[src/sv/alx_pkg.sv]
// Shared types, character codes, token kinds and classification functions
// for the assembly source lexer. No dependencies.
package alx_pkg;

    // Token kinds
    localparam logic [5:0] KIND_EOF      = 6'd0;
    localparam logic [5:0] KIND_IDENT    = 6'd1;
    localparam logic [5:0] KIND_NUMBER   = 6'd2;
    localparam logic [5:0] KIND_COMMENT  = 6'd3;
    localparam logic [5:0] KIND_CHAR     = 6'd4;
    localparam logic [5:0] KIND_STRING   = 6'd5;
    localparam logic [5:0] KIND_COMMA    = 6'd6;
    localparam logic [5:0] KIND_DOT      = 6'd7;
    localparam logic [5:0] KIND_COLON    = 6'd8;
    localparam logic [5:0] KIND_LPAREN   = 6'd9;
    localparam logic [5:0] KIND_RPAREN   = 6'd10;
    localparam logic [5:0] KIND_LBRACKET = 6'd11;
    localparam logic [5:0] KIND_RBRACKET = 6'd12;
    localparam logic [5:0] KIND_LBRACE   = 6'd13;
    localparam logic [5:0] KIND_RBRACE   = 6'd14;
    localparam logic [5:0] KIND_PLUS     = 6'd15;
    localparam logic [5:0] KIND_MINUS    = 6'd16;
    localparam logic [5:0] KIND_STAR     = 6'd17;
    localparam logic [5:0] KIND_SLASH    = 6'd18;
    localparam logic [5:0] KIND_BANG     = 6'd19;
    localparam logic [5:0] KIND_AT       = 6'd20;
    localparam logic [5:0] KIND_HASH     = 6'd21;
    localparam logic [5:0] KIND_DOLLAR   = 6'd22;
    localparam logic [5:0] KIND_PERCENT  = 6'd23;
    localparam logic [5:0] KIND_CARET    = 6'd24;
    localparam logic [5:0] KIND_AMP      = 6'd25;
    localparam logic [5:0] KIND_QMARK    = 6'd26;
    localparam logic [5:0] KIND_TILDE    = 6'd27;
    localparam logic [5:0] KIND_LT       = 6'd28;
    localparam logic [5:0] KIND_GT       = 6'd29;
    localparam logic [5:0] KIND_LE       = 6'd30;
    localparam logic [5:0] KIND_GE       = 6'd31;
    localparam logic [5:0] KIND_ASSIGN   = 6'd32;
    localparam logic [5:0] KIND_NE       = 6'd33;
    localparam logic [5:0] KIND_ADD_EQ   = 6'd34;
    localparam logic [5:0] KIND_SUB_EQ   = 6'd35;
    localparam logic [5:0] KIND_MUL_EQ   = 6'd36;
    localparam logic [5:0] KIND_DIV_EQ   = 6'd37;

    // Error codes
    localparam logic [1:0] ERR_NONE         = 2'd0;
    localparam logic [1:0] ERR_UNKNOWN_CHAR = 2'd1;
    localparam logic [1:0] ERR_BAD_ESCAPE   = 2'd2;
    localparam logic [1:0] ERR_OPEN_CHAR    = 2'd3;

    // Character codes
    localparam logic [7:0] CH_TAB    = 8'h09;
    localparam logic [7:0] CH_LF     = 8'h0A;
    localparam logic [7:0] CH_VT     = 8'h0B;
    localparam logic [7:0] CH_FF     = 8'h0C;
    localparam logic [7:0] CH_CR     = 8'h0D;
    localparam logic [7:0] CH_SPACE  = 8'h20;
    localparam logic [7:0] CH_DQUOTE = 8'h22;
    localparam logic [7:0] CH_QUOTE  = 8'h27;
    localparam logic [7:0] CH_ZERO   = 8'h30;
    localparam logic [7:0] CH_COLON  = 8'h3A;
    localparam logic [7:0] CH_SEMI   = 8'h3B;
    localparam logic [7:0] CH_EQ     = 8'h3D;
    localparam logic [7:0] CH_XU     = 8'h58;
    localparam logic [7:0] CH_BSLASH = 8'h5C;
    localparam logic [7:0] CH_X      = 8'h78;

    typedef struct packed {
        logic [7:0] char_byte;
        logic       end_of_input;
    } t_req;

    typedef struct packed {
        logic [5:0]  token_kind;
        logic [31:0] number_value;
        logic [31:0] line_count;
        logic [7:0]  text_byte;
        logic [5:0]  text_index;
        logic        text_empty;
        logic        last_of_token;
        logic        text_truncated;
        logic        followed_by_colon;
        logic [1:0]  error_code;
    } t_res;

    typedef enum logic [3:0] {
        M_IDLE, M_IDENT, M_ZERO, M_DEC, M_HEX, M_OP, M_COMMENT, M_STR,
        M_CHR_FIRST, M_CHR_ESC, M_CHR_CLOSE
    } t_mode;

    typedef enum logic [2:0] {
        S_WAIT, S_STEP, S_SCAN, S_PREP, S_EMIT, S_ONE, S_HALT
    } t_state;

    typedef enum logic [1:0] {ACC_KEEP, ACC_LOAD, ACC_DEC, ACC_HEX} t_acc_op;

    typedef struct packed {
        logic       latch;
        logic       app;
        logic       app_esc;
        t_acc_op    acc;
        logic       set_pend;
        logic       line_inc;
        logic       clr;
        logic       set_kind;
        logic [5:0] kind;
        logic       colon;
        logic       idx_clr;
        logic       out_text;
        logic       out_one;
        logic [1:0] err;
    } t_cmd;

    typedef struct packed {
        logic [7:0] ch;
        logic       eof;
        logic [7:0] pend;
        logic       len_zero;
        logic       last;
        logic       out_free;
    } t_stat;

    function automatic logic is_alpha(input logic [7:0] b);
        return (b >= 8'h41 && b <= 8'h5A) || (b >= 8'h61 && b <= 8'h7A) || b == 8'h5F;
    endfunction

    function automatic logic is_digit(input logic [7:0] b);
        return b >= 8'h30 && b <= 8'h39;
    endfunction

    function automatic logic is_ws(input logic [7:0] b);
        return b == CH_SPACE || b == CH_TAB || b == CH_FF || b == CH_VT ||
               b == CH_LF || b == CH_CR;
    endfunction

    // {valid, value}
    function automatic logic [4:0] hex_val(input logic [7:0] b);
        logic [4:0] v;
        v = 5'd0;
        if (is_digit(b)) v = {1'b1, b[3:0]};
        else if ((b >= 8'h61 && b <= 8'h66) || (b >= 8'h41 && b <= 8'h46))
            v = {1'b1, 4'(b[3:0] + 4'd9)};
        return v;
    endfunction

    // {valid, value}
    function automatic logic [8:0] esc_val(input logic [7:0] b);
        logic [8:0] v;
        case (b)
            8'h61:     v = {1'b1, 8'h07};   // a
            8'h62:     v = {1'b1, 8'h08};   // b
            8'h65:     v = {1'b1, 8'h1b};   // e
            8'h66:     v = {1'b1, 8'h0c};   // f
            8'h6E:     v = {1'b1, 8'h0a};   // n
            8'h72:     v = {1'b1, 8'h0d};   // r
            8'h74:     v = {1'b1, 8'h09};   // t
            8'h76:     v = {1'b1, 8'h0B};   // v
            CH_BSLASH: v = {1'b1, CH_BSLASH};
            CH_QUOTE:  v = {1'b1, CH_QUOTE};
            CH_DQUOTE: v = {1'b1, CH_DQUOTE};
            8'h3F:     v = {1'b1, 8'h3F};   // ?
            default:   v = 9'd0;
        endcase
        return v;
    endfunction

    function automatic logic [5:0] single_kind(input logic [7:0] b);
        logic [5:0] k;
        case (b)
            8'h2C:   k = KIND_COMMA;
            8'h2E:   k = KIND_DOT;
            8'h3A:   k = KIND_COLON;
            8'h28:   k = KIND_LPAREN;
            8'h29:   k = KIND_RPAREN;
            8'h5B:   k = KIND_LBRACKET;
            8'h5D:   k = KIND_RBRACKET;
            8'h7B:   k = KIND_LBRACE;
            8'h7D:   k = KIND_RBRACE;
            8'h2B:   k = KIND_PLUS;
            8'h2D:   k = KIND_MINUS;
            8'h2A:   k = KIND_STAR;
            8'h2F:   k = KIND_SLASH;
            8'h21:   k = KIND_BANG;
            8'h40:   k = KIND_AT;
            8'h23:   k = KIND_HASH;
            8'h24:   k = KIND_DOLLAR;
            8'h25:   k = KIND_PERCENT;
            8'h5E:   k = KIND_CARET;
            8'h26:   k = KIND_AMP;
            8'h3F:   k = KIND_QMARK;
            8'h7E:   k = KIND_TILDE;
            8'h3C:   k = KIND_LT;
            8'h3E:   k = KIND_GT;
            8'h3D:   k = KIND_ASSIGN;
            default: k = KIND_EOF;
        endcase
        return k;
    endfunction

    function automatic logic [5:0] double_kind(input logic [7:0] b);
        logic [5:0] k;
        case (b)
            8'h3C:   k = KIND_LE;
            8'h3E:   k = KIND_GE;
            8'h21:   k = KIND_NE;
            8'h2B:   k = KIND_ADD_EQ;
            8'h2D:   k = KIND_SUB_EQ;
            8'h2A:   k = KIND_MUL_EQ;
            8'h2F:   k = KIND_DIV_EQ;
            default: k = KIND_EOF;
        endcase
        return k;
    endfunction

endpackage

[src/sv/alx_ctrl.sv]
// Lexer controller: scan mode, escape flag and sequencing state machine.
// Depends on alx_pkg.
module alx_ctrl (
    input  logic           i_clk,
    input  logic           i_rst_n,
    input  logic           i_valid,
    output logic           o_ready,
    input  alx_pkg::t_stat i_stat,
    output alx_pkg::t_cmd  o_cmd
);
    import alx_pkg::*;

    t_state     r_state, n_state;
    t_state     r_after, n_after;
    t_mode      r_mode, n_mode;
    logic       r_esc, n_esc;
    logic [1:0] r_err, n_err;

    // step decode
    logic       d_app, d_app_esc, d_set_pend, d_line_inc, d_clr;
    logic       d_emit, d_colon, d_fail, d_eof_res, d_mode_we, d_esc_we, d_esc;
    t_acc_op    d_acc;
    logic [5:0] d_kind;
    logic [1:0] d_code;
    t_state     d_after;
    t_mode      d_mode;
    logic       do_scan, do_mode, do_eof;
    logic [7:0] b;
    logic [8:0] ev;
    logic [4:0] hv;

    assign b       = i_stat.ch;
    assign ev      = esc_val(b);
    assign hv      = hex_val(b);
    assign do_eof  = (r_state == S_STEP) && i_stat.eof;
    assign do_mode = (r_state == S_STEP) && !i_stat.eof && (r_mode != M_IDLE);
    assign do_scan = ((r_state == S_STEP) && !i_stat.eof && (r_mode == M_IDLE)) ||
                     (r_state == S_SCAN);

    always_comb begin
        d_app = 1'b0; d_app_esc = 1'b0; d_set_pend = 1'b0; d_line_inc = 1'b0;
        d_clr = 1'b0; d_emit = 1'b0; d_colon = 1'b0; d_fail = 1'b0;
        d_eof_res = 1'b0; d_mode_we = 1'b0; d_esc_we = 1'b0; d_esc = 1'b0;
        d_acc = ACC_KEEP; d_kind = KIND_EOF; d_code = ERR_NONE;
        d_after = S_WAIT; d_mode = M_IDLE;
        if (do_eof) begin
            d_after = S_ONE;
            case (r_mode)
                M_IDENT: begin d_emit = 1'b1; d_kind = KIND_IDENT; end
                M_ZERO, M_DEC, M_HEX: begin d_emit = 1'b1; d_kind = KIND_NUMBER; end
                M_OP: begin d_emit = 1'b1; d_kind = single_kind(i_stat.pend); end
                M_COMMENT: begin d_emit = 1'b1; d_kind = KIND_COMMENT; end
                M_STR: begin
                    if (r_esc) begin d_fail = 1'b1; d_code = ERR_BAD_ESCAPE; end
                    else begin d_emit = 1'b1; d_kind = KIND_STRING; end
                end
                M_CHR_ESC: begin d_fail = 1'b1; d_code = ERR_BAD_ESCAPE; end
                M_CHR_FIRST, M_CHR_CLOSE: begin d_fail = 1'b1; d_code = ERR_OPEN_CHAR; end
                default: begin d_eof_res = 1'b1; d_clr = 1'b1; end
            endcase
        end else if (do_mode) begin
            case (r_mode)
                M_IDENT: begin
                    if (is_alpha(b) || is_digit(b)) d_app = 1'b1;
                    else if (b == CH_COLON) begin
                        d_emit = 1'b1; d_kind = KIND_IDENT; d_colon = 1'b1;
                    end else begin
                        d_emit = 1'b1; d_kind = KIND_IDENT; d_after = S_SCAN;
                    end
                end
                M_ZERO: begin
                    if (b == CH_X || b == CH_XU) begin
                        d_app = 1'b1; d_mode_we = 1'b1; d_mode = M_HEX;
                    end else if (is_digit(b)) begin
                        d_app = 1'b1; d_acc = ACC_LOAD; d_mode_we = 1'b1; d_mode = M_DEC;
                    end else begin
                        d_emit = 1'b1; d_kind = KIND_NUMBER; d_after = S_SCAN;
                    end
                end
                M_DEC: begin
                    if (is_digit(b)) begin d_app = 1'b1; d_acc = ACC_DEC; end
                    else begin d_emit = 1'b1; d_kind = KIND_NUMBER; d_after = S_SCAN; end
                end
                M_HEX: begin
                    if (hv[4]) begin d_app = 1'b1; d_acc = ACC_HEX; end
                    else begin d_emit = 1'b1; d_kind = KIND_NUMBER; d_after = S_SCAN; end
                end
                M_OP: begin
                    if (b == CH_EQ) begin
                        d_app = 1'b1; d_emit = 1'b1; d_kind = double_kind(i_stat.pend);
                    end else begin
                        d_emit = 1'b1; d_kind = single_kind(i_stat.pend); d_after = S_SCAN;
                    end
                end
                M_COMMENT: begin
                    if (b == CH_LF) begin
                        d_emit = 1'b1; d_kind = KIND_COMMENT; d_after = S_SCAN;
                    end else d_app = 1'b1;
                end
                M_STR: begin
                    if (r_esc) begin
                        if (ev[8]) begin
                            d_app = 1'b1; d_app_esc = 1'b1; d_esc_we = 1'b1;
                        end else begin d_fail = 1'b1; d_code = ERR_BAD_ESCAPE; end
                    end else if (b == CH_DQUOTE) begin
                        d_emit = 1'b1; d_kind = KIND_STRING;
                    end else if (b == CH_BSLASH) begin
                        d_esc_we = 1'b1; d_esc = 1'b1;
                    end else d_app = 1'b1;
                end
                M_CHR_FIRST: begin
                    d_mode_we = 1'b1;
                    if (b == CH_BSLASH) d_mode = M_CHR_ESC;
                    else begin d_app = 1'b1; d_mode = M_CHR_CLOSE; end
                end
                M_CHR_ESC: begin
                    if (ev[8]) begin
                        d_app = 1'b1; d_app_esc = 1'b1; d_mode_we = 1'b1; d_mode = M_CHR_CLOSE;
                    end else begin d_fail = 1'b1; d_code = ERR_BAD_ESCAPE; end
                end
                M_CHR_CLOSE: begin
                    if (b == CH_QUOTE) begin d_emit = 1'b1; d_kind = KIND_CHAR; end
                    else begin d_fail = 1'b1; d_code = ERR_OPEN_CHAR; end
                end
                default: ;
            endcase
        end else if (do_scan) begin
            if (is_ws(b)) begin
                d_line_inc = (b == CH_LF) || (b == CH_CR);
            end else begin
                d_clr = 1'b1;
                d_mode_we = 1'b1;
                if (b == CH_SEMI) begin d_mode = M_COMMENT; d_app = 1'b1; end
                else if (is_alpha(b)) begin d_mode = M_IDENT; d_app = 1'b1; end
                else if (is_digit(b)) begin
                    d_mode = (b == CH_ZERO) ? M_ZERO : M_DEC;
                    d_acc = ACC_LOAD; d_app = 1'b1;
                end else if (b == CH_QUOTE) d_mode = M_CHR_FIRST;
                else if (b == CH_DQUOTE) d_mode = M_STR;
                else if (double_kind(b) != KIND_EOF) begin
                    d_mode = M_OP; d_set_pend = 1'b1; d_app = 1'b1;
                end else if (single_kind(b) != KIND_EOF) begin
                    d_app = 1'b1; d_emit = 1'b1; d_kind = single_kind(b);
                end else begin d_fail = 1'b1; d_code = ERR_UNKNOWN_CHAR; end
            end
        end
    end

    // next state
    always_comb begin
        n_state = r_state; n_after = r_after; n_mode = r_mode;
        n_esc = r_esc; n_err = r_err;
        case (r_state)
            S_WAIT: if (i_valid) n_state = S_STEP;
            S_STEP, S_SCAN: begin
                if (d_mode_we) n_mode = d_mode;
                if (d_esc_we) n_esc = d_esc;
                if (d_fail) begin
                    n_state = S_ONE; n_err = d_code; n_mode = M_IDLE; n_esc = 1'b0;
                end else if (d_emit) begin
                    n_state = S_PREP; n_after = d_after; n_err = ERR_NONE;
                end else if (d_eof_res) begin
                    n_state = S_ONE; n_err = ERR_NONE; n_mode = M_IDLE; n_esc = 1'b0;
                end else n_state = S_WAIT;
            end
            S_PREP: n_state = S_EMIT;
            S_EMIT: begin
                if (i_stat.out_free && (i_stat.len_zero || i_stat.last)) begin
                    n_state = r_after; n_mode = M_IDLE; n_esc = 1'b0;
                end
            end
            S_ONE: if (i_stat.out_free) n_state = (r_err != ERR_NONE) ? S_HALT : S_WAIT;
            S_HALT: n_state = S_HALT;
            default: n_state = S_WAIT;
        endcase
    end

    // outputs
    always_comb begin
        o_cmd = '0;
        o_cmd.acc  = ACC_KEEP;
        o_cmd.err  = r_err;
        o_cmd.kind = d_kind;
        o_cmd.colon = d_colon;
        o_ready = (r_state == S_WAIT) || (r_state == S_HALT);
        case (r_state)
            S_WAIT: o_cmd.latch = i_valid;
            S_STEP, S_SCAN: begin
                o_cmd.app      = d_app;
                o_cmd.app_esc  = d_app_esc;
                o_cmd.acc      = d_acc;
                o_cmd.set_pend = d_set_pend;
                o_cmd.line_inc = d_line_inc;
                o_cmd.clr      = d_clr || d_fail;
                o_cmd.set_kind = d_emit;
            end
            S_PREP: o_cmd.idx_clr = 1'b1;
            S_EMIT: begin
                o_cmd.out_text = i_stat.out_free;
                o_cmd.clr = i_stat.out_free && (i_stat.len_zero || i_stat.last);
            end
            S_ONE: o_cmd.out_one = i_stat.out_free;
            default: ;
        endcase
    end

    always_ff @(posedge i_clk) begin
        if (!i_rst_n) begin
            r_state <= S_WAIT;
            r_after <= S_WAIT;
            r_mode  <= M_IDLE;
            r_esc   <= 1'b0;
            r_err   <= ERR_NONE;
        end else begin
            r_state <= n_state;
            r_after <= n_after;
            r_mode  <= n_mode;
            r_esc   <= n_esc;
            r_err   <= n_err;
        end
    end

endmodule

[src/sv/alx_dp.sv]
// Lexer datapath: request latch, token text memory, number accumulator,
// line counter and the result output register. Depends on alx_pkg.
module alx_dp #(
    parameter int TEXT_BYTES = 32
) (
    input  logic           i_clk,
    input  logic           i_rst_n,
    input  alx_pkg::t_req  i_req,
    input  alx_pkg::t_cmd  i_cmd,
    input  logic           i_ready,
    output alx_pkg::t_stat o_stat,
    output logic           o_valid,
    output alx_pkg::t_res  o_res
);
    import alx_pkg::*;

    localparam int AW = $clog2(TEXT_BYTES);

    logic [7:0]    r_mem [TEXT_BYTES];
    logic [7:0]    r_rdata;
    logic [7:0]    r_ch;
    logic          r_eof;
    logic [AW-1:0] r_idx, n_idx;
    logic [AW-1:0] r_len, n_len, base;
    logic          r_trunc, n_trunc;
    logic [31:0]   r_acc, n_acc;
    logic [31:0]   r_lines;
    logic [7:0]    r_pend, n_pend;
    logic [5:0]    r_kind;
    logic          r_colon;
    logic          r_ovalid;
    t_res          r_res;
    logic          wr_en;
    logic [7:0]    wr_data;
    logic [AW-1:0] idx_next;
    logic [8:0]    ch_esc;
    logic [4:0]    ch_hex;

    assign idx_next = AW'(r_idx + AW'(1));
    assign ch_esc   = esc_val(r_ch);
    assign ch_hex   = hex_val(r_ch);

    always_comb begin
        base    = i_cmd.clr ? '0 : r_len;
        n_len   = base;
        n_trunc = i_cmd.clr ? 1'b0 : r_trunc;
        wr_en   = 1'b0;
        wr_data = i_cmd.app_esc ? ch_esc[7:0] : r_ch;
        if (i_cmd.app) begin
            if (base < AW'(TEXT_BYTES - 1)) begin
                wr_en = 1'b1;
                n_len = AW'(base + AW'(1));
            end else n_trunc = 1'b1;
        end
        case (i_cmd.acc)
            ACC_LOAD: n_acc = {28'd0, r_ch[3:0]};
            ACC_DEC:  n_acc = (r_acc << 3) + (r_acc << 1) + {28'd0, r_ch[3:0]};
            ACC_HEX:  n_acc = (r_acc << 4) + {28'd0, ch_hex[3:0]};
            default:  n_acc = i_cmd.clr ? 32'd0 : r_acc;
        endcase
        n_pend = i_cmd.set_pend ? r_ch : (i_cmd.clr ? 8'd0 : r_pend);
        if (i_cmd.idx_clr) n_idx = '0;
        else if (i_cmd.out_text) n_idx = idx_next;
        else n_idx = r_idx;
    end

    always_ff @(posedge i_clk) begin
        if (wr_en) r_mem[base] <= wr_data;
        r_rdata <= r_mem[n_idx];
    end

    always_ff @(posedge i_clk) begin
        r_idx <= n_idx;
        if (i_cmd.latch) begin
            r_ch  <= i_req.char_byte;
            r_eof <= i_req.end_of_input;
        end
        if (i_cmd.set_kind) begin
            r_kind  <= i_cmd.kind;
            r_colon <= i_cmd.colon;
        end
        if (i_cmd.out_text) begin
            r_res.token_kind        <= r_kind;
            r_res.number_value      <= (r_kind == KIND_NUMBER) ? r_acc : 32'd0;
            r_res.line_count        <= r_lines;
            r_res.text_byte         <= (r_len == '0) ? 8'd0 : r_rdata;
            r_res.text_index        <= (r_len == '0) ? 6'd0 : 6'(r_idx);
            r_res.text_empty        <= (r_len == '0);
            r_res.last_of_token     <= (r_len == '0) || (idx_next == r_len);
            r_res.text_truncated    <= r_trunc;
            r_res.followed_by_colon <= r_colon;
            r_res.error_code        <= ERR_NONE;
        end else if (i_cmd.out_one) begin
            r_res.token_kind        <= KIND_EOF;
            r_res.number_value      <= 32'd0;
            r_res.line_count        <= r_lines;
            r_res.text_byte         <= 8'd0;
            r_res.text_index        <= 6'd0;
            r_res.text_empty        <= 1'b1;
            r_res.last_of_token     <= 1'b1;
            r_res.text_truncated    <= 1'b0;
            r_res.followed_by_colon <= 1'b0;
            r_res.error_code        <= i_cmd.err;
        end
    end

    always_ff @(posedge i_clk) begin
        if (!i_rst_n) begin
            r_len    <= '0;
            r_trunc  <= 1'b0;
            r_acc    <= 32'd0;
            r_lines  <= 32'd0;
            r_pend   <= 8'd0;
            r_ovalid <= 1'b0;
        end else begin
            r_len   <= n_len;
            r_trunc <= n_trunc;
            r_acc   <= n_acc;
            r_pend  <= n_pend;
            if (i_cmd.line_inc) r_lines <= r_lines + 32'd1;
            if (i_cmd.out_text || i_cmd.out_one) r_ovalid <= 1'b1;
            else if (i_ready) r_ovalid <= 1'b0;
        end
    end

    assign o_stat.ch       = r_ch;
    assign o_stat.eof      = r_eof;
    assign o_stat.pend     = r_pend;
    assign o_stat.len_zero = (r_len == '0);
    assign o_stat.last     = (idx_next == r_len);
    assign o_stat.out_free = !r_ovalid || i_ready;
    assign o_valid         = r_ovalid;
    assign o_res           = r_res;

endmodule

[src/sv/assembly_source_lexer.sv]
// Assembly source lexer: top level joining the controller and the datapath.
// Depends on alx_pkg, alx_ctrl and alx_dp.
//
// Takes one source byte (or an end mark) per request and returns tokens as a
// stream of results, one per text byte with the last one marked. A byte that
// extends or starts a token without finishing one is accepted, then stepped.
// Finishing a token passes a setup state, then emits one text byte per cycle
// while the output register is free, set by the single read port of the text
// memory (TEXT_BYTES entries, TEXT_BYTES-1 bytes kept); a byte that both ends
// one token and starts the next is rescanned after the token is out. Error
// and end results are emitted as a single result. Output stalls hold the
// emission until the output register is free. A result waits in an output
// register, so the next request is taken while it is still pending. After an
// error result the block swallows every request and stays silent until reset.
module assembly_source_lexer #(
    parameter int TEXT_BYTES = 32
) (
    input  logic          i_clk,
    input  logic          i_rst_n,
    input  logic          i_valid,
    output logic          o_ready,
    input  alx_pkg::t_req i_req,
    output logic          o_valid,
    input  logic          i_ready,
    output alx_pkg::t_res o_res
);
    import alx_pkg::*;

    t_cmd  cmd;
    t_stat stat;

    // sequence each request: step, rescan, emit
    alx_ctrl u_ctrl (
        .i_clk   (i_clk),
        .i_rst_n (i_rst_n),
        .i_valid (i_valid),
        .o_ready (o_ready),
        .i_stat  (stat),
        .o_cmd   (cmd)
    );

    // hold text, value and line count; drive the result register
    alx_dp #(
        .TEXT_BYTES (TEXT_BYTES)
    ) u_dp (
        .i_clk   (i_clk),
        .i_rst_n (i_rst_n),
        .i_req   (i_req),
        .i_cmd   (cmd),
        .i_ready (i_ready),
        .o_stat  (stat),
        .o_valid (o_valid),
        .o_res   (o_res)
    );

`ifndef SYNTHESIS
    // load a result only when the output register can take it
    a_load_free: assert property (@(posedge i_clk) disable iff (!i_rst_n)
        (cmd.out_text || cmd.out_one) |-> stat.out_free)
        else $error("result loaded over a pending result");

    // an error result carries no text and closes its token
    a_err_shape: assert property (@(posedge i_clk) disable iff (!i_rst_n)
        (o_valid && o_res.error_code != ERR_NONE) |->
        (o_res.text_empty && o_res.last_of_token))
        else $error("error result with text");

    // append text only while a request is in work
    a_app_busy: assert property (@(posedge i_clk) disable iff (!i_rst_n)
        cmd.app |-> !o_ready)
        else $error("text appended while accepting");
`endif

endmodule

[config.mk]
export PLATFORM = sky130hd
export DESIGN_NAME = assembly_source_lexer
export DESIGN_NICKNAME = d
export VERILOG_FILES = /design/src/sv/alx_pkg.sv /design/src/sv/alx_ctrl.sv /design/src/sv/alx_dp.sv /design/src/sv/assembly_source_lexer.sv
export SDC_FILE = /design/constraint.sdc
export NUM_CORES = 1
export LEC_CHECK = 0
export BUFFER_PORTS_ARGS = -buffer_cell sky130_fd_sc_hd__buf_2
export CAP_MARGIN = 15
export CORE_UTILIZATION = 44
export CTS_CLUSTER_DIAMETER = 200
export DETAILED_ROUTE_END_ITERATION = 12
export PLACE_DENSITY = 0.67
export SLEW_MARGIN = 40
export SYNTH_ARGS = -nofsm -noshare
export SYNTH_HDL_FRONTEND = slang
export SYNTH_SLANG_ARGS = --single-unit
[constraint.sdc]
create_clock -name i_clk -period 10.57 [get_ports i_clk]
set_input_delay 2.114 -clock i_clk [delete_from_list [all_inputs] [get_ports i_clk]]
set_output_delay 2.114 -clock i_clk [all_outputs]
set_load 0.03 [all_outputs]
### Word level (Yosys, flattened, before mapping)

Memory sizes are Yosys's and may differ from the RTL's. A register that Yosys moved wholly into a read port is not among the register bits.
Index checks and enable logic that the tools add are counted.
Widths: inputs -> output; s select.

| storage, ports and cells | value |
|---|---|
| memory bits (writable) | 256 |
| memories | 1 |
| flip-flop bits (word level) | 203 |
| logic and storage cells | 450 |
| bits of input ports | 13 |
| output and inout bits | 92 |

Memories:

| memory | depth | width | rd ports | clocked after memory_dff | write ports | RTL line | text |
|---|---|---|---|---|---|---|---|
| u_dp.r_mem | 32 | 8 | 1 | 1 | 1 | alx_dp.sv:19 | `logic [7:0] r_mem [TEXT_BYTES];` |

| operators by class | value |
|---|---|
| $lt $le $gt $ge | 9 |
| reductions and logical operators | 53 |
| bitwise gates (word level) | 3 |
| equality and inequality tests | 96 |
| add/subtract/negate cells | 7 |
| multiplexer cells | 255 |

Operators by type and width:

| operator | number |
|---|---|
| $eq 8x6->1 const B | 41 |
| $pmux 6 s25 | 2 |
| $eq 8x7->1 const B | 26 |
| $mux 6 | 34 |
| $mux 90 | 2 |
| $mux 1 | 115 |
| $pmux 9 s12 | 1 |
| $pmux 32 s3 | 1 |
| $pmux 6 s7 | 2 |
| $mux 2 | 35 |
| $add 32x4->32 | 2 |
| $mux 32 | 2 |
| $mux 4 | 16 |
| $pmux 6 s8 | 1 |
| $mux 3 | 15 |
| $eq 8x4->1 const B | 5 |
| $mux 5 | 8 |
| $pmux 3 s6 | 2 |
| $add 32x1->32 const B | 1 |
| $add 32x32->32 | 1 |
| $le 8x7->1 const B | 4 |
| $mux 8 | 4 |
| $pmux 6 s5 | 1 |
| $pmux 2 s3 | 3 |
| other kinds (43) | 99 |

### Longest topological paths before layout

| depth | value |
|---|---|
| word-level depth | 42 |
| gate-level depth with buffers | 19 |

### Cells and area by module

Synthesis repeated with hierarchy kept, for this count alone.

| unflattened totals | value |
|---|---|
| cells, all modules | 1,999 |
| area, all modules | 23,636.4 um^2 |

Modules (own cells, without submodules):

| module | times used | area each (um^2) | cells each |
|---|---|---|---|
| alx_dp | 1 | 20,367.0 | 1,486 |
| alx_ctrl | 1 | 3,269.4 | 513 |

### Least setup slack after synthesis

Ideal clock, no wire load.

| timing path | value |
|---|---|
| path kind | input port to flip-flop |
| start point | in i_ready |
| end point | reg u_dp.r_res, in the netlist u_dp.o_res[10] (enable) |
| data required time | 10.088 ns |
| setup time | 0.482 ns |
| cell stages on the path | 4 |
| buffers on the path | 1 |
| setup slack | 4.997 ns |
| data arrival time | 5.090 ns |
| path through | nand2b_1 nand3_1 nand2_1 clkbuf_1 |

| on the way | value |
|---|---|
| longest elaborated chain between the ends | 3 |

RTL lines:

| item | RTL line | text |
|---|---|---|
| from (decl) | assembly_source_lexer.sv:24 | `input logic i_ready,` |
| $logic_or 1x1->1 * | alx_dp.sv:131 | `assign o_stat.out_free = !r_ovalid \|\| i_ready;` |
| $mux 1 | alx_ctrl.sv:186 | `case (r_state)` |
| $reduce_bool 2->1 (no source line) * | - |  |
| to (decl) | alx_dp.sv:32 | `t_res r_res;` |

Mark *: on every way between the ends. The rest lies on a longest branch, timed or not.
A chain may end at the register's enable or synchronous reset.

### Final worst setup path

| timing path | value |
|---|---|
| start point | in i_ready |
| end point | reg u_dp.r_rdata[2] (read register of u_dp.r_mem) |

| on the way | value |
|---|---|
| longest elaborated chain between the ends | 4 |

RTL lines:

| item | RTL line | text |
|---|---|---|
| $logic_or 1x1->1 | alx_dp.sv:131 |  |
| $mux 1 | alx_ctrl.sv:186 |  |
| $mux 5 | alx_dp.sv:63 | `else if (i_cmd.out_text) n_idx = idx_next;` |
| $mux 5 | alx_dp.sv:62 | `if (i_cmd.idx_clr) n_idx = '0;` |
| to (decl) | alx_dp.sv:20 | `logic [7:0] r_rdata;` |

No other way between the ends.

==> results.md <==
- Share of cells above drive strength 1: ~11%
- Worst path max stage delay: 0.75 ns
- Critical path buffers and inverters: 3
- Initial antenna violation count: 1
- Unrepaired setup endpoints after global routing: no
- Routed Antenna Nets: 0
- Placed insts: 2866
- Tcrit/Tclk final: just over 50%
- Final instance area: 25600 sq um
- Clock Latency Late Sink: 0.60 ns
- Final GP Congestion: about 0.92
- Pwr Density: 246 nW/um^2
- EDFF count, synth: 359
- Critical Path Sink Type: flop
- FILL cells: 4620
- CTS buffer count: 49
- Hold WS: 0.484 ns
- Clock transition at path regs: 0.06 ns
- Post-CTS Setup Inserts: 0
- Post-cts sizing count: 0
- CTS Root Cell: clkbuf_16
- Post-synthesis cell count: around 2200
- GR Layer Usage met3: roughly 3.3%
- Die Ht: around 230 microns
- Clock Tree Buf Depth: 3
- Largest net degree at the start of global routing: 92
- Final Slew Violations: 0
- P_leak: around 9.4 nW
- Via density: 5.82
- Worst vdd ir: 0.000167 V
- Worst Path Required: around 11 ns
- Post-cts hold buffer count: 0
- Wirelength per Cell: between 20 and 25 microns
- Top-count cell post-synth: nand2_1
- Stages on worst setup path: 13
- Seq/Total Area, Yosys: 56.3%
- Final worst slack: 5.08 ns
- Die Area: roughly 53000 sq um
- Critical path fanouts, max: 86
- Max Freq: 182 MHz
- Crit path time final: 5.49 ns
- Critical path's slowest cell: clkinv_2
- Synth cell count leaders: 370 x nand2_1, 359 x edfxtp_1, 114 x clkbuf_1, 114 x nand3_1, 107 x nor2_1
- HPWL after detailed placement: 38.6 mm
- Synthesized area per cell: roughly 10 sq um
- Worst setup SP type: input port
- N_diodes: 0
- Synth cell types: 90
- Router iterations before antenna repair: 8
- Post-synth top flop: edfxtp_1
- Area Growth Syn to Fin: 11.9%
- Setup_tns: 0 ns
- M2 GR Usage: a little over a third
- CTS tree: done
- Fin nets: about 2300
- Synth top area share: 47.1%
- Final Hold Fails: 0
- WHS Path Cells: 2
- Vias: 17180
- CTS Sinks: 465
- FFs w/ async S/R, synth: 0%
- Die width: around 230 microns
- Synth Register Bits: 465
- Status: finished, final reports clean
- Gr usage total: 21.9%
- Met1 Use GR: 29.4%
- I/O pin cnt: between 100 and 150
- CTS H-tree lvls: 2
- First DRT Iteration DRCs: 1672
- Total global routing overflow: 0
- Remaining DRCs: 0
- First-pass GRT wire length: 92.6 mm
- Cell family with most CP delay: buffers and inverters
- GRT busiest layer: met2
- Synth Cell Area: 22900 sq um
- YS warnings: 0
- Reg2Reg Depth: 15
- Max-Cap Viols: 0
- Synth area leader: edfxtp_1
- Initial Util: 44.6%
- Core area: 51400 sq um
- Cell Rows: a little over 80
- DP Worst Slack: between 4 and 5 ns
- Top post-synthesis cells by area: edfxtp_1 47%, dfxtp_1 9.3%, nand2_1 6.1%
- Layout Cells excl Fill: 2954
- Crit path DAT: 5.98 ns
- Setup CP Type: in -> reg
- Post-Route WL: 59.4 mm
- Crit path cell chain: buf_2 > nand2b_1 > and3_1 > mux2i_1 > or2_4 > clkinv_2 > buf_6 > nand2_1 > and3_1 > a311oi_1 > a311oi_1 > a211oi_1 > a21o_1
- Worst hold-check path type: reg -> reg
- Rel. slew slack: 40.9%
- Area post-placement: approximately 24000 sq um
- Final Skew: 0.0215 ns
- Vias in the first global route: 16461
- # setup viols final: 0
- Worst-Margin Slew: between 0.8 and 0.9 ns
- I/O Buffers: 103
[power by group]
group | switching, mW | total (mW) | internal, mW | leakage, nW
clock | 0.715 | 1.62 | 0.909 | 0.730
sequential | 0.114 | 2.34 | 2.22 | 4.15
combinational | 1.67 | 2.35 | 0.674 | 4.50
total | 2.50 | 6.31 | 3.81 | 9.38
[tightest hold or removal path: cells and delay by family, from the launching register on]
kind             cells  cell delay [ns]
flip-flops           1             0.34
AND/OR/NAND/NOR      1             0.07
AO/OA/AOI/OAI        1             0.04
[cell usage in the layout (no fill, tap or decap), drive strengths merged, types with 12 or more instances in the layout]
cell / n
and2: 106
clkinv: 25
edfxtp: 359
a311oi: 52
o21ai: 81
buf: 134
inv: 30
mux2i: 12
a21oi: 78
nor2b: 50
dfxtp: 106
a31oi: 34
nand3: 114
a21boi: 14
a21o: 17
nor4: 14
nor2: 107
nand2: 370
a22oi: 27
ha: 67
or3: 19
xor2: 20
nor3: 41
and3: 75
clkbuf: 60
a211oi: 20
nand2b: 22
xnor2: 40
nand4: 18
[cell type report]
class	instances	area, sq um	share of cell area [%]
Clock buffer	60	1280	4.99
Multi-Input combinational cell	1557	9490	37.0
Inverter	30	114	0.444
Sequential cell	465	12900	50.3
Timing Repair Buffer	134	776	3.03
Clock inverter	28	214	0.835
Tap cell	680	851	3.32
[flip-flops by register name, summed over array words and instances (netlist names)]
name            count
u_dp.r_mem        256
u_dp.r_rdata        8
u_dp.o_res         89
u_dp.r_trunc        1
u_ctrl.r_err        2
u_ctrl.r_mode       4
u_dp.r_colon        1
u_dp.r_ch           8
u_dp.r_pend         8
u_dp.r_idx          5
u_ctrl.r_after      2
u_dp.o_valid        1
u_dp.r_lines       32
u_dp.r_eof          1
u_ctrl.r_esc        1
u_dp.r_kind         6
u_dp.r_len          5
u_dp.r_acc         32
u_ctrl.r_state      3
[path summary, 6_finish.rpt]
| kind | from | to | slack [ns] |
|---|---|---|---|
| max | i_ready | u_dp.r_rdata[2] | 5.08 |
| max reg2reg | u_dp.r_ch[1] | u_dp.r_mem[26][6] | 5.11 |
| min | u_dp.r_trunc | u_dp.r_trunc | 0.48 |
| min reg2reg | u_dp.r_trunc | u_dp.r_trunc | 0.48 |
[stage by stage]
stage               power [mW]  utilization, %
finish                    6.31            49.9
global route              6.60            49.9
CTS                       6.31            49.8
detailed placement        4.69            46.9
global placement          4.64            46.7
floorplan                 4.00               -
[per-layer routing]
metal | wire length (microns) | vias up | part of all wire, %
met1 | 25800 | 8345 | 43
li1 | - | 8122 | -
met4 | 1750 | 2 | 2.9
met2 | 28400 | 602 | 48
met3 | 3480 | 109 | 5.9
met5 | 13 | - | 0.022
[kinds of logic (layout without fill, tap and decap cells)]
| kind of cell | count (synthesis) | count (layout) | share of synthesized area (%) |
|---|---|---|---|
| AND/OR/NAND/NOR | 983 | 983 | 21.2 |
| multiplexers | 15 | 15 | 0.672 |
| buffers and inverters | 173 | 252 | 2.95 |
| adder cells (fa/ha/maj) | 69 | 69 | 3.83 |
| XOR/XNOR | 61 | 61 | 2.39 |
| AO/OA/AOI/OAI | 420 | 420 | 12.6 |
| other | 1 | 9 | 0.0164 |
| flip-flops | 465 | 465 | 56.3 |
Note: power is estimated with default switching activity, not from simulation.
